File: config.mk
export PLATFORM = sky130hd
export DESIGN_NAME = aat_sel
export DESIGN_NICKNAME = d
export VERILOG_FILES = /design/src/design/aat_pkg.sv /design/src/design/aat_sel.sv
export SDC_FILE = /design/constraint.sdc
export NUM_CORES = 1
export LEC_CHECK = 0
export BUFFER_PORTS_ARGS = -buffer_cell sky130_fd_sc_hd__buf_4
export CAP_MARGIN = 5
export CORE_AREA = 2 2 455 457
export DETAILED_ROUTE_END_ITERATION = 10
export DIE_AREA = 0 0 457 459
export PLACE_DENSITY = 0.35
export SKIP_CTS_REPAIR_TIMING = 1
export SLEW_MARGIN = 30
export SYNTH_ARGS = -nofsm -noshare
export SYNTH_HDL_FRONTEND = slang
export SYNTH_SLANG_ARGS = --single-unit
File: constraint.sdc
create_clock -name clk -period 3.7 [get_ports clk]
set_clock_uncertainty 0.15 [all_clocks]
set_input_delay 1.11 -clock clk [delete_from_list [all_inputs] [get_ports clk]]
set_output_delay 1.11 -clock clk [all_outputs]
set_load 0.02 [all_outputs]
File: src/design/aat_pkg.sv
// Package: types, constants and helpers of the transformed bounding box unit.
`default_nettype none

package aat_pkg;

  localparam int COEF_W    = 16;                    // Q4.12 coefficient / Q8.8 value
  localparam int PROD_W    = 2 * COEF_W;            // one coefficient times one coordinate
  localparam int ACC_W     = PROD_W + 3;            // three products, translation, rounding
  localparam int Q_SHIFT   = 12;                    // Q.20 -> Q8.8
  localparam int Q_W       = ACC_W - Q_SHIFT;       // width after the shift
  localparam int ROW_W     = 4 * COEF_W;
  localparam int ROUND_HALF = 2048;

  localparam logic [ROW_W-1:0] ROW_X_RESET = 64'h0000_0000_0000_1000;
  localparam logic [ROW_W-1:0] ROW_Y_RESET = 64'h0000_0000_1000_0000;
  localparam logic [ROW_W-1:0] ROW_Z_RESET = 64'h0000_1000_0000_0000;

  typedef logic [1:0] reg_idx_t;
  localparam reg_idx_t REG_ROW_X = 2'd0;
  localparam reg_idx_t REG_ROW_Y = 2'd1;
  localparam reg_idx_t REG_ROW_Z = 2'd2;

  typedef logic [COEF_W-1:0]         q88_t;
  typedef q88_t [2:0]                vec3_t;      // [axis]
  typedef logic [ROW_W-1:0]          row_t;
  typedef row_t [2:0]                rows_t;      // [output axis]
  typedef logic [PROD_W-1:0]         prod_t;
  typedef prod_t [2:0][2:0]          prod_mat_t;  // [output axis][input coord]

  // Saturate a floored Q8.8 value to 16 bits.
  function automatic q88_t sat_q88(input logic [Q_W-1:0] q);
    logic ovf_pos;
    logic ovf_neg;
    ovf_pos = !q[Q_W-1] && (|q[Q_W-2:COEF_W-1]);
    ovf_neg =  q[Q_W-1] && !(&q[Q_W-2:COEF_W-1]);
    if (ovf_pos) begin
      sat_q88 = 16'h7fff;
    end else if (ovf_neg) begin
      sat_q88 = 16'h8000;
    end else begin
      sat_q88 = q[COEF_W-1:0];
    end
  endfunction

endpackage

`default_nettype wire

File: src/design/aat_sel.sv
// Select stage: per term, the smaller and larger of the two bound products.
`default_nettype none

module aat_sel (
  input  logic               clk,
  input  logic               en,
  input  aat_pkg::prod_mat_t prod_lo,
  input  aat_pkg::prod_mat_t prod_hi,
  output aat_pkg::prod_mat_t tmin_r,
  output aat_pkg::prod_mat_t tmax_r
);
  import aat_pkg::*;

  prod_mat_t tmin_nxt;
  prod_mat_t tmax_nxt;

  // A negative coefficient swaps which bound gives the minimum.
  always_comb begin
    for (int i = 0; i < 3; i++) begin
      for (int j = 0; j < 3; j++) begin
        if ($signed(prod_lo[i][j]) < $signed(prod_hi[i][j])) begin
          tmin_nxt[i][j] = prod_lo[i][j];
          tmax_nxt[i][j] = prod_hi[i][j];
        end else begin
          tmin_nxt[i][j] = prod_hi[i][j];
          tmax_nxt[i][j] = prod_lo[i][j];
        end
      end
    end
  end

  always_ff @(posedge clk) begin
    if (en) begin
      tmin_r <= tmin_nxt;
      tmax_r <= tmax_nxt;
    end
  end

endmodule

`default_nettype wire

==> flow_summary.yaml <==
run_status:
  status: "completed"
placed_design:
  gp_congestion: 0.822
  place_area_um2: 46800
  port_buffers: 1153
  dp_slack_ps: -621
  place_hpwl_um: 129000
global_route:
  grt_pass1_vias: 25800
  grt.overflow.total: 0
  antenna_found_initial: 17
  grt_pass1_wl_um: 208000
  grt_start_max_net_pins: 68
  gr-usage-all-layers_pct: 14.2
floorplanning:
  initial_utilization_pct: 15.2
  fp.dieH_um: 459
  ioPinCount: 1154
  dieArea_um2: 210000
  core_um2: 206000
  rows: 167
  die_x_um: 457
layout:
  utilization_pct: 24.1
  drive_above_1_share_pct: 58.4
  syn_to_final_growth_pct: 58.7
  fillers: 22000
  fin_nets: 4665
  fin_area_um2: 49500
pwr:
  pwr-share-comb_pct: 29.9
  ir_worst_vdd_mv: 0.302
  p_switching_mw: 7.40
  sw_frac_of_total_pct: 30.9
  p_leak_nw: 21.6
  seqPwrFrac_pct: 36.3
  power_density_nw_per_um2: 484
  clockPowerShare_pct: 33.8
  total_power_mw: 24.0
  p_int_mw: 16.6
clock_network:
  cts_tree: "done"
  cts_inserted_buffers: 83
  cts_root_buf: "clkbuf_16"
  h-tree-depth: 3
  clk_pin_slew_ps: 60
  cts_buffer_depth: 3
  cts_sinks: 576
worst_setup_path:
  path_class: "in2reg"
  critical-path-top-delay-family: "compound AO/OA/AOI/OAI gates"
  slowest_delay_ps: 430
  end_kind: "flip-flop"
  worstSetupStartpointType: "input pin"
  path_depth: 11
  crit_buf_inv: 3
  crit_fanout: 15
  crit_path_cell_trace: "buf_4 -> ha_1 -> a21oi_1 -> o21ai_0 -> a221oi_1 -> o21ai_0 -> buf_4 -> a21oi_2 -> xnor2_4 -> buf_6 -> mux2_2"
  cp.arrival_ps: 3850
  cp_slowest_cell: "a221oi_1"
  required_ps: 3980
timing:
  rsz0062_at_grt: "no"
  fmax_ghz: 0.280
  hold_viol_final: 0
  maxSlewHeadroom_pct: 59.7
  setup_violations: 0
  period_minus_slack_ps: 3570
  max_slew.worst_pin.slew_ps: 597
  slew_viol_final: 0
  period_share_pct: 96.6
  fin_ws_ps: 125
logic_synthesis:
  yosys_warnings: 0
  ys_types: 41
  syn_avg_cell_area_um2: 14.1
  ys_seq_area_share_pct: 55.4
  syn_nets: 3073
  netlist_area_um2: 31200
  synthCells: 2216
  ys_ff_latch: 576
detailed_routing:
  viasPerCell: 3.66
  dr_total_vias: 24100
  drt_wl_total_um: 153000
  drtAntennaViolNets: 0
  post_drt_wl_per_cell_um: 23.2
  drtIter0Drc: 1088
  drc: 0
  drtPass1Iterations: 5
worst_hold_path:
  worstHoldPathType: "in2reg"
  whs_path_depth: 3
job:
  drv_cap: 0
[final timing paths]
check	startpoint	to	slack (ps)
min	prod_lo[287]	tmax_r[287]$_DFFE_PP_	570
max	prod_lo[41]	tmin_r[61]$_DFFE_PP_	130
[registers in the layout, summed over array words and instances, names as in the netlist]
signal / cells
tmax_r: 288
tmin_r: 288
[Yosys cell counts]
cell,number,area [µm²]
edfxtp_1,576,17300
mux2_2,528,5950
inv_1,283,1060
ha_1,279,3490
nand2_1,89,334
a21oi_1,73,365
o21ai_0,54,270
nor2_1,45,169
buf_2,30,150
nand4_1,27,169
mux2_1,25,282
nand3_1,25,125
a211oi_1,21,158
a221oi_1,21,184
and4_1,20,175
mux2_4,16,240
clkbuf_1,13,48.8
a21o_1,12,90.1
buf_6,12,135
a221o_1,7,70.1
and2_0,7,43.8
a21oi_2,6,52.6
nor2b_1,6,37.5
o21ai_1,6,30.0
xnor2_1,6,52.6
nor3_1,5,25.0
a2111oi_0,4,35.0
a31oi_1,3,18.8
nand2b_1,3,18.8
o21a_1,2,15.0
o311ai_0,2,17.5
a21boi_0,1,7.51
a41o_1,1,10.0
a41oi_1,1,8.76
buf_4,1,7.51
nor3_2,1,10.0
nor3b_1,1,7.51
o211ai_1,1,7.51
or3_1,1,6.26
or4_1,1,7.51
xnor2_4,1,27.5
[cell families (layout without fill, tap and decap cells)]
| kind of cell | Yosys count | in the layout | share of synthesized area (%) |
|---|---|---|---|
| fa+ha+maj | 279 | 279 | 11.2 |
| xor+xnor | 7 | 7 | 0.257 |
| compound gates | 215 | 215 | 4.29 |
| flops | 576 | 576 | 55.4 |
| buf+inv | 339 | 1995 | 4.50 |
| other cells | 0 | 10 | 0 |
| mux | 569 | 569 | 20.7 |
| simple gates | 231 | 231 | 3.62 |
[routing by layer]
layer / part of all wire (%) / track usage, % / vias up
met5: 0.045 / 0 / -
li1: - / - / 11500
met3: 10 / 6.56 / 153
met4: 2.1 / 3.91 / 12
met2: 49 / 24.6 / 820
met1: 38 / 15.4 / 11600
[through the flow]
| step | TNS, ps | std cells | hold slack (ps) |
|---|---|---|---|
| 3_5_place_dp | -218230 | 6427 | 1270 |
| 6_report | 0 | 6586 | 571 |
| 2_1_floorplan | -2520 | 2216 | 1070 |
| 4_1_cts | 0 | 6576 | 462 |
| 5_1_grt | 0 | 6581 | 512 |
| 3_3_place_gp | -214610 | 6427 | 1270 |
[tightest hold or removal path, cell delays in order]
cell	delay [ps]
buf_4	90
nand2_1	40
o21ai_0	60
[placed cells by master, fill, tap and decap left out, types with 3 or more instances in the layout]
master,n
a2111oi_0,4
nand3_1,25
and4_1,20
nor2b_1,6
inv_6,3
inv_4,3
nor2_1,45
xnor2_4,7
a221oi_1,21
inv_1,272
o21ai_1,6
clkinvlp_4,3
mux2_1,25
ha_1,271
nand4_1,27
buf_4,1523
diode_2,10
a21oi_2,6
a211oi_1,20
a21o_1,11
a31oi_1,3
edfxtp_1,576
nand2_1,89
and2_0,7
a21oi_1,73
clkbuf_16,87
mux2_2,492
bufinv_16,7
buf_12,38
a221o_1,7
inv_2,6
clkinv_2,17
clkinv_1,13
nor3_1,5
o21ai_0,54
mux2_4,52
nand2b_1,3
clkbuf_1,18
ha_4,8
[power by group through the flow]
stage	registers [mW]	logic, mW	clock network [mW]
CTS	8.74	7.33	8.50
global route	8.80	7.71	8.69
global placement	8.85	7.32	0
floorplan	9.83	2.36	0
finish	8.70	7.16	8.10
detailed placement	8.85	7.30	0
[area by class of cell]
type | count | area, µm² | share of cell area [%]
multi-input combinational | 1301 | 12900 | 26.0
tap | 2704 | 3380 | 6.83
timing repair buffer | 1563 | 12200 | 24.7
clock inverter | 44 | 424 | 0.856
inverter | 283 | 1080 | 2.18
sequential | 576 | 17300 | 34.9
antenna | 10 | 25.0 | 0.0505
clock buffer | 105 | 2240 | 4.53
(Power assumes the default switching activity.)
