**src/design/aat_pkg.sv**
```systemverilog
// Package: types, constants and helpers of the transformed bounding box unit.
`default_nettype none

package aat_pkg;

  localparam int COEF_W    = 16;                    // Q4.12 coefficient / Q8.8 value
  localparam int PROD_W    = 2 * COEF_W;            // one coefficient times one coordinate
  localparam int ACC_W     = PROD_W + 3;            // three products, translation, rounding
  localparam int Q_SHIFT   = 12;                    // Q.20 -> Q8.8
  localparam int Q_W       = ACC_W - Q_SHIFT;       // width after the shift
  localparam int ROW_W     = 4 * COEF_W;
  localparam int ROUND_HALF = 2048;

  localparam logic [ROW_W-1:0] ROW_X_RESET = 64'h0000_0000_0000_1000;
  localparam logic [ROW_W-1:0] ROW_Y_RESET = 64'h0000_0000_1000_0000;
  localparam logic [ROW_W-1:0] ROW_Z_RESET = 64'h0000_1000_0000_0000;

  typedef logic [1:0] reg_idx_t;
  localparam reg_idx_t REG_ROW_X = 2'd0;
  localparam reg_idx_t REG_ROW_Y = 2'd1;
  localparam reg_idx_t REG_ROW_Z = 2'd2;

  typedef logic [COEF_W-1:0]         q88_t;
  typedef q88_t [2:0]                vec3_t;      // [axis]
  typedef logic [ROW_W-1:0]          row_t;
  typedef row_t [2:0]                rows_t;      // [output axis]
  typedef logic [PROD_W-1:0]         prod_t;
  typedef prod_t [2:0][2:0]          prod_mat_t;  // [output axis][input coord]

  // Saturate a floored Q8.8 value to 16 bits.
  function automatic q88_t sat_q88(input logic [Q_W-1:0] q);
    logic ovf_pos;
    logic ovf_neg;
    ovf_pos = !q[Q_W-1] && (|q[Q_W-2:COEF_W-1]);
    ovf_neg =  q[Q_W-1] && !(&q[Q_W-2:COEF_W-1]);
    if (ovf_pos) begin
      sat_q88 = 16'h7fff;
    end else if (ovf_neg) begin
      sat_q88 = 16'h8000;
    end else begin
      sat_q88 = q[COEF_W-1:0];
    end
  endfunction

endpackage

`default_nettype wire

```
**src/design/aat_sum.sv**
```systemverilog
// Sum stage: add terms and translation, round to Q8.8, saturate; result register.
`default_nettype none

module aat_sum (
  input  logic               clk,
  input  logic               en,
  input  aat_pkg::rows_t     rows,
  input  aat_pkg::prod_mat_t tmin,
  input  aat_pkg::prod_mat_t tmax,
  output aat_pkg::vec3_t     res_min_r,
  output aat_pkg::vec3_t     res_max_r
);
  import aat_pkg::*;

  logic signed [ACC_W-1:0] acc_min [3];
  logic signed [ACC_W-1:0] acc_max [3];
  logic signed [ACC_W-1:0] trans   [3];
  vec3_t                   res_min_nxt;
  vec3_t                   res_max_nxt;

  always_comb begin
    for (int i = 0; i < 3; i++) begin
      trans[i] = (ACC_W'($signed(rows[i][ROW_W-1 -: COEF_W])) <<< Q_SHIFT)
                 + ACC_W'(ROUND_HALF);
      acc_min[i] = ACC_W'($signed(tmin[i][0])) + ACC_W'($signed(tmin[i][1]))
                 + ACC_W'($signed(tmin[i][2])) + trans[i];
      acc_max[i] = ACC_W'($signed(tmax[i][0])) + ACC_W'($signed(tmax[i][1]))
                 + ACC_W'($signed(tmax[i][2])) + trans[i];
      // dropping the low bits floors, so with the half added this rounds ties up
      res_min_nxt[i] = sat_q88(acc_min[i][ACC_W-1:Q_SHIFT]);
      res_max_nxt[i] = sat_q88(acc_max[i][ACC_W-1:Q_SHIFT]);
    end
  end

  always_ff @(posedge clk) begin
    if (en) begin
      res_min_r <= res_min_nxt;
      res_max_r <= res_max_nxt;
    end
  end

endmodule

`default_nettype wire

```
**config.mk**
```make
export PLATFORM = sky130hd
export DESIGN_NAME = aat_sum
export DESIGN_NICKNAME = d
export VERILOG_FILES = /design/src/design/aat_pkg.sv /design/src/design/aat_sum.sv
export SDC_FILE = /design/constraint.sdc
export NUM_CORES = 1
export LEC_CHECK = 0
export ABC_AREA = 1
export BUFFER_PORTS_ARGS = -buffer_cell sky130_fd_sc_hd__buf_4
export CAP_MARGIN = 30
export CORE_AREA = 8 8 331 333
export CTS_CLUSTER_SIZE = 8
export DETAILED_ROUTE_END_ITERATION = 10
export DIE_AREA = 0 0 339 341
export GPL_TIMING_DRIVEN = 0
export SYNTH_ARGS = -nofsm -noshare
export SYNTH_HDL_FRONTEND = slang
export SYNTH_SLANG_ARGS = --single-unit
export TNS_END_PERCENT = 20
```
**constraint.sdc**
```tcl
create_clock -name clk -period 4.6 [get_ports clk]
set_input_delay 0.92 -clock clk [delete_from_list [all_inputs] [get_ports clk]]
set_output_delay 0.92 -clock clk [all_outputs]
set_load 0.005 [all_outputs]
```
==> impl.org <==
** Synthesis
- Post-synthesis cell type with the largest combined area :: sky130_fd_sc_hd__fa_1
- Ranking of synthesized cells by area :: sky130_fd_sc_hd__fa_1, sky130_fd_sc_hd__inv_1, sky130_fd_sc_hd__nand2_1, sky130_fd_sc_hd__ha_1, sky130_fd_sc_hd__edfxtp_1
- After synthesis, the largest family of logic cells by area is adder cells.
- Of the synthesized area, sequential elements account for 0.105.
- The most common cell in the synthesized netlist is sky130_fd_sc_hd__inv_1.
- Unique cell type count in the Yosys netlist :: 36
- Ys async rst share :: 0
- Ranked by instance count, the synthesized netlist is headed by sky130_fd_sc_hd__inv_1, sky130_fd_sc_hd__nand2_1, sky130_fd_sc_hd__fa_1.
- Averaged over all synthesized cells, the footprint is 6.52 um2.
- Post-synthesis instance area :: 27500 um2
- After synthesis, the share of cell area in mux cells is 0.
- Area fraction in compound gates after synthesis :: 0.0629
- Yosys synthesis warning count :: 0
- EDFF count, synth :: 96
- Of the total synthesized cell area, the portion taken by full adders, half adders and majority gates is 0.342.
- Of the total synthesized cell area, the portion taken by AND, OR, NAND and NOR gates is 0.266.
- In the synthesized netlist, the number of instances is 4209.
- Share of the synthesized area in the top cell type :: 0.228
- Number of nets produced by synthesis :: 5543
- In the synthesized netlist the dominant register cell turns out to be sky130_fd_sc_hd__edfxtp_1.
- Synth Area in XOR/XNOR :: 0.0287
- Register bit count reported by yosys :: 96

** Pwr
- Peak supply drop :: 0.194 mV
- The analysis attributes to cell leakage a power of 21.0 nW.
- Power spread over the standard cell area amounts to 406 nW/um2.

** Finish
- The net count of the finished layout is 6283.
- The finished layout holds 6348 standard cells, fillers aside.
- In the final layout, the share of cells above drive strength 1 is 0.187.
- Measured on the finished design, the core utilization comes to 0.336.
- The area growth from synthesis to layout is 27.8%.
- Multi-input logic area :: 19200 um2
- The filler cells instantiated in the layout total 11500.
- Post-route cell area :: 35100 um2
- Summing all flip-flop and latch instances after layout gives 2880 um2.

** Hold path
- The path class of the tightest hold or removal check is in -> reg.
- Counting instances, the worst hold path has a depth of 1.

** Clock network
- After clock tree synthesis, the clock-pin slew on the worst setup and hold paths is 0.08 ns.
- Maximum clock path buffer count :: 2
- Clock tree synthesis found a total of 96 sinks.
- Hold buffers post-CTS :: 0
- Root buffer cell :: sky130_fd_sc_hd__clkbuf_16
- TritonCTS built the clock tree.
- Maximum level of the CTS H-tree :: 3
- Number of CTS-inserted buffers :: 9

** Critical path
- STA classifies the critical path endpoint as a register.
- Data on the critical path is required at its endpoint by 4.76 ns.
- CP max stage delay :: 0.43 ns
- The number of buffers and inverters on the critical path is 6.
- Worst path arrival time :: 4.59 ns
- Ordered cell list for the critical path :: buf_4 > clkinvlp_4 > buf_4 > buf_4 > fa_1 > inv_1 > fa_1 > ha_1 > a21oi_1 > a21boi_0 > nand2_1 > a21oi_1 > nand3_1 > nand2_1 > nand2_1 > nor2_1 > nand2_1 > nand2_2 > buf_6 > nand2_1
- The slowest stage of the critical path is the sky130_fd_sc_hd__fa_1 cell.
- Critical path's most frequent cell :: sky130_fd_sc_hd__nand2_1
- The critical path crosses 20 cells after its start point.
- Critical path peak fanout :: 10
- Cell family with the largest share of critical-path delay :: adder cells
- Kind of critical path :: in -> reg
- The worst setup path is launched from an input port.

** Placed design
- Placed cell areas :: 34600 um2
- Summed over all nets, the half-perimeter wirelength after detailed placement is 105000 um.
- Number of port buffers :: 721
- Number of cells in the design after placement :: 6322
- GP Congestion :: 0.934
- Pre-CTS WS :: -0.671 ns

** Global route
- Via count of the first global-routing pass :: 27700
- The first global-routing pass estimated 166000 um of wire.
- met2 is the most crowded layer.
- GR met2 Demand/Resource :: 0.302
- Entering global routing, the biggest net connects 61 pins.
- In the global route stage, overall resource usage came out at 0.190.
- Grt ovf :: 0
- Met3 Resource Use GR :: 0.0486
- For this run, global-route usage on met1 was measured as 0.254.
- Antenna violations before repair :: 20

** Detailed routing
- For this run, design rule violations remaining after detail routing come to 0.
- After detailed routing, the average wire length per cell comes to 17.8 um.
- Average vias per placed instance :: 4.25
- Once detail routing completed, the nets flagged for antenna violations numbered 0.
- DRT iter0 DRCs :: 1534
- The routed layout has 27000 vias.
- The pre-antenna-repair detailed-routing pass consisted of 5 iterations.
- Summed over all layers, the routed wires come to 113000 um.

** Outcome
- Result of the run :: complete, no violations

** Timing
- The final hold violation count is 0.
- The worst pin sits at a relative slew slack of 0.678.
- The final-report max-slew violation count is 0.
- Slew at the pin with the worst max-slew slack :: 0.484 ns
- Dividing the final minimum period by the clock period gives 0.963.
- Based on the critical path, the design can be clocked at up to 226 MHz.
- Setup violations, final :: 0
- RSZ-0062 raised after global routing :: no
- Slack of the critical path :: 0.169 ns
- Final sum of negative setup slack :: 0 ns
- Final Critical Period :: 4.43 ns

** Flow run
- The tool flagged a number of max-cap violations equal to 0.

** Floorplan
- Die span in y :: 341 um
- Starting Density :: 0.263
- Die outline width :: 339 um
- In this run the core area contains 119 standard-cell rows.
- I/O pin total :: 866
- Die Outline Area :: 116000 um2
- In this run the standard cell core region covers 104000 um2.
==> state kept, by name (all words and copies together), names as in the netlist <==
signal and cells:
res_max_r 48, res_min_r 48
==> what timing repair did <==
action / in CTS / in global routing
resized for setup: 2 / 9
endpoints found under the setup margin: 31 / 39
pin swaps: 0 / 1
buffers inserted: 5 / 2
==> final timing paths <==
check | startpoint | endpoint | slack [ns]
worst max-delay path | rows[191] | res_max_r[46] | 0.17
worst min-delay path | en | res_min_r[40] | 0.93
==> through the flow <==
stage	power (mW)	hold WS, ns
2_1_floorplan	9.21	1.03
3_3_place_gp	13.3	1.32
3_5_place_dp	13.3	1.32
4_1_cts	14.4	0.900
5_1_grt	15.7	0.922
6_report	14.2	0.926
==> metal layers <==
metal  part of all wire  vias to the layer above
met1               0.46                    12300
li1                   -                    13700
met5            0.00081                        -
met3              0.076                       93
met2               0.44                      861
met4              0.026                       14
==> report_power, final <==
group,internal (mW),total (mW),leakage [nW],switching [mW]
registers,1.66,1.82,0.948,0.155
clock network,0.479,0.941,0.152,0.462
logic,4.30,11.5,19.9,7.18
==> cell type report <==
cell class                      instances  share of cell area
Antenna cell                            4            0.000285
Inverter                             1385               0.149
Multi-Input combinational cell       2716               0.548
Sequential cell                        96              0.0822
Buffer                                 12             0.00446
Clock buffer                            9             0.00642
Timing Repair Buffer                  729               0.157
Clock inverter                          6             0.00257
Tap cell                             1391              0.0496
==> cells in the final DEF, fill, tap and decap left out, types with 23 or more instances in the layout <==
cell type                  netlist  layout
sky130_fd_sc_hd__nor2_1        264     264
sky130_fd_sc_hd__nand2_1      1198    1197
sky130_fd_sc_hd__a21oi_1       177     175
sky130_fd_sc_hd__nor2_2         25      25
sky130_fd_sc_hd__o21ai_0        40      40
sky130_fd_sc_hd__a31oi_1        30      30
sky130_fd_sc_hd__buf_4           0     725
sky130_fd_sc_hd__fa_1          312     310
sky130_fd_sc_hd__nor3_1         23      23
sky130_fd_sc_hd__nand2_2        84      85
sky130_fd_sc_hd__o21bai_1       32      32
sky130_fd_sc_hd__ha_1          252     249
sky130_fd_sc_hd__inv_1        1369    1366
sky130_fd_sc_hd__nand3_1       117     117
sky130_fd_sc_hd__edfxtp_1       96      96
sky130_fd_sc_hd__xnor2_1        42      42
sky130_fd_sc_hd__xor2_1         48      48
==> logic make-up after synthesis <==
family,Yosys count
XOR/XNOR,90
AND/OR/NAND/NOR,1756
flip-flops,96
AO/OA/AOI/OAI,306
adder cells (fa/ha/maj),564
buffers and inverters,1397
No activity file was read; power rests on OpenSTA's default activity.
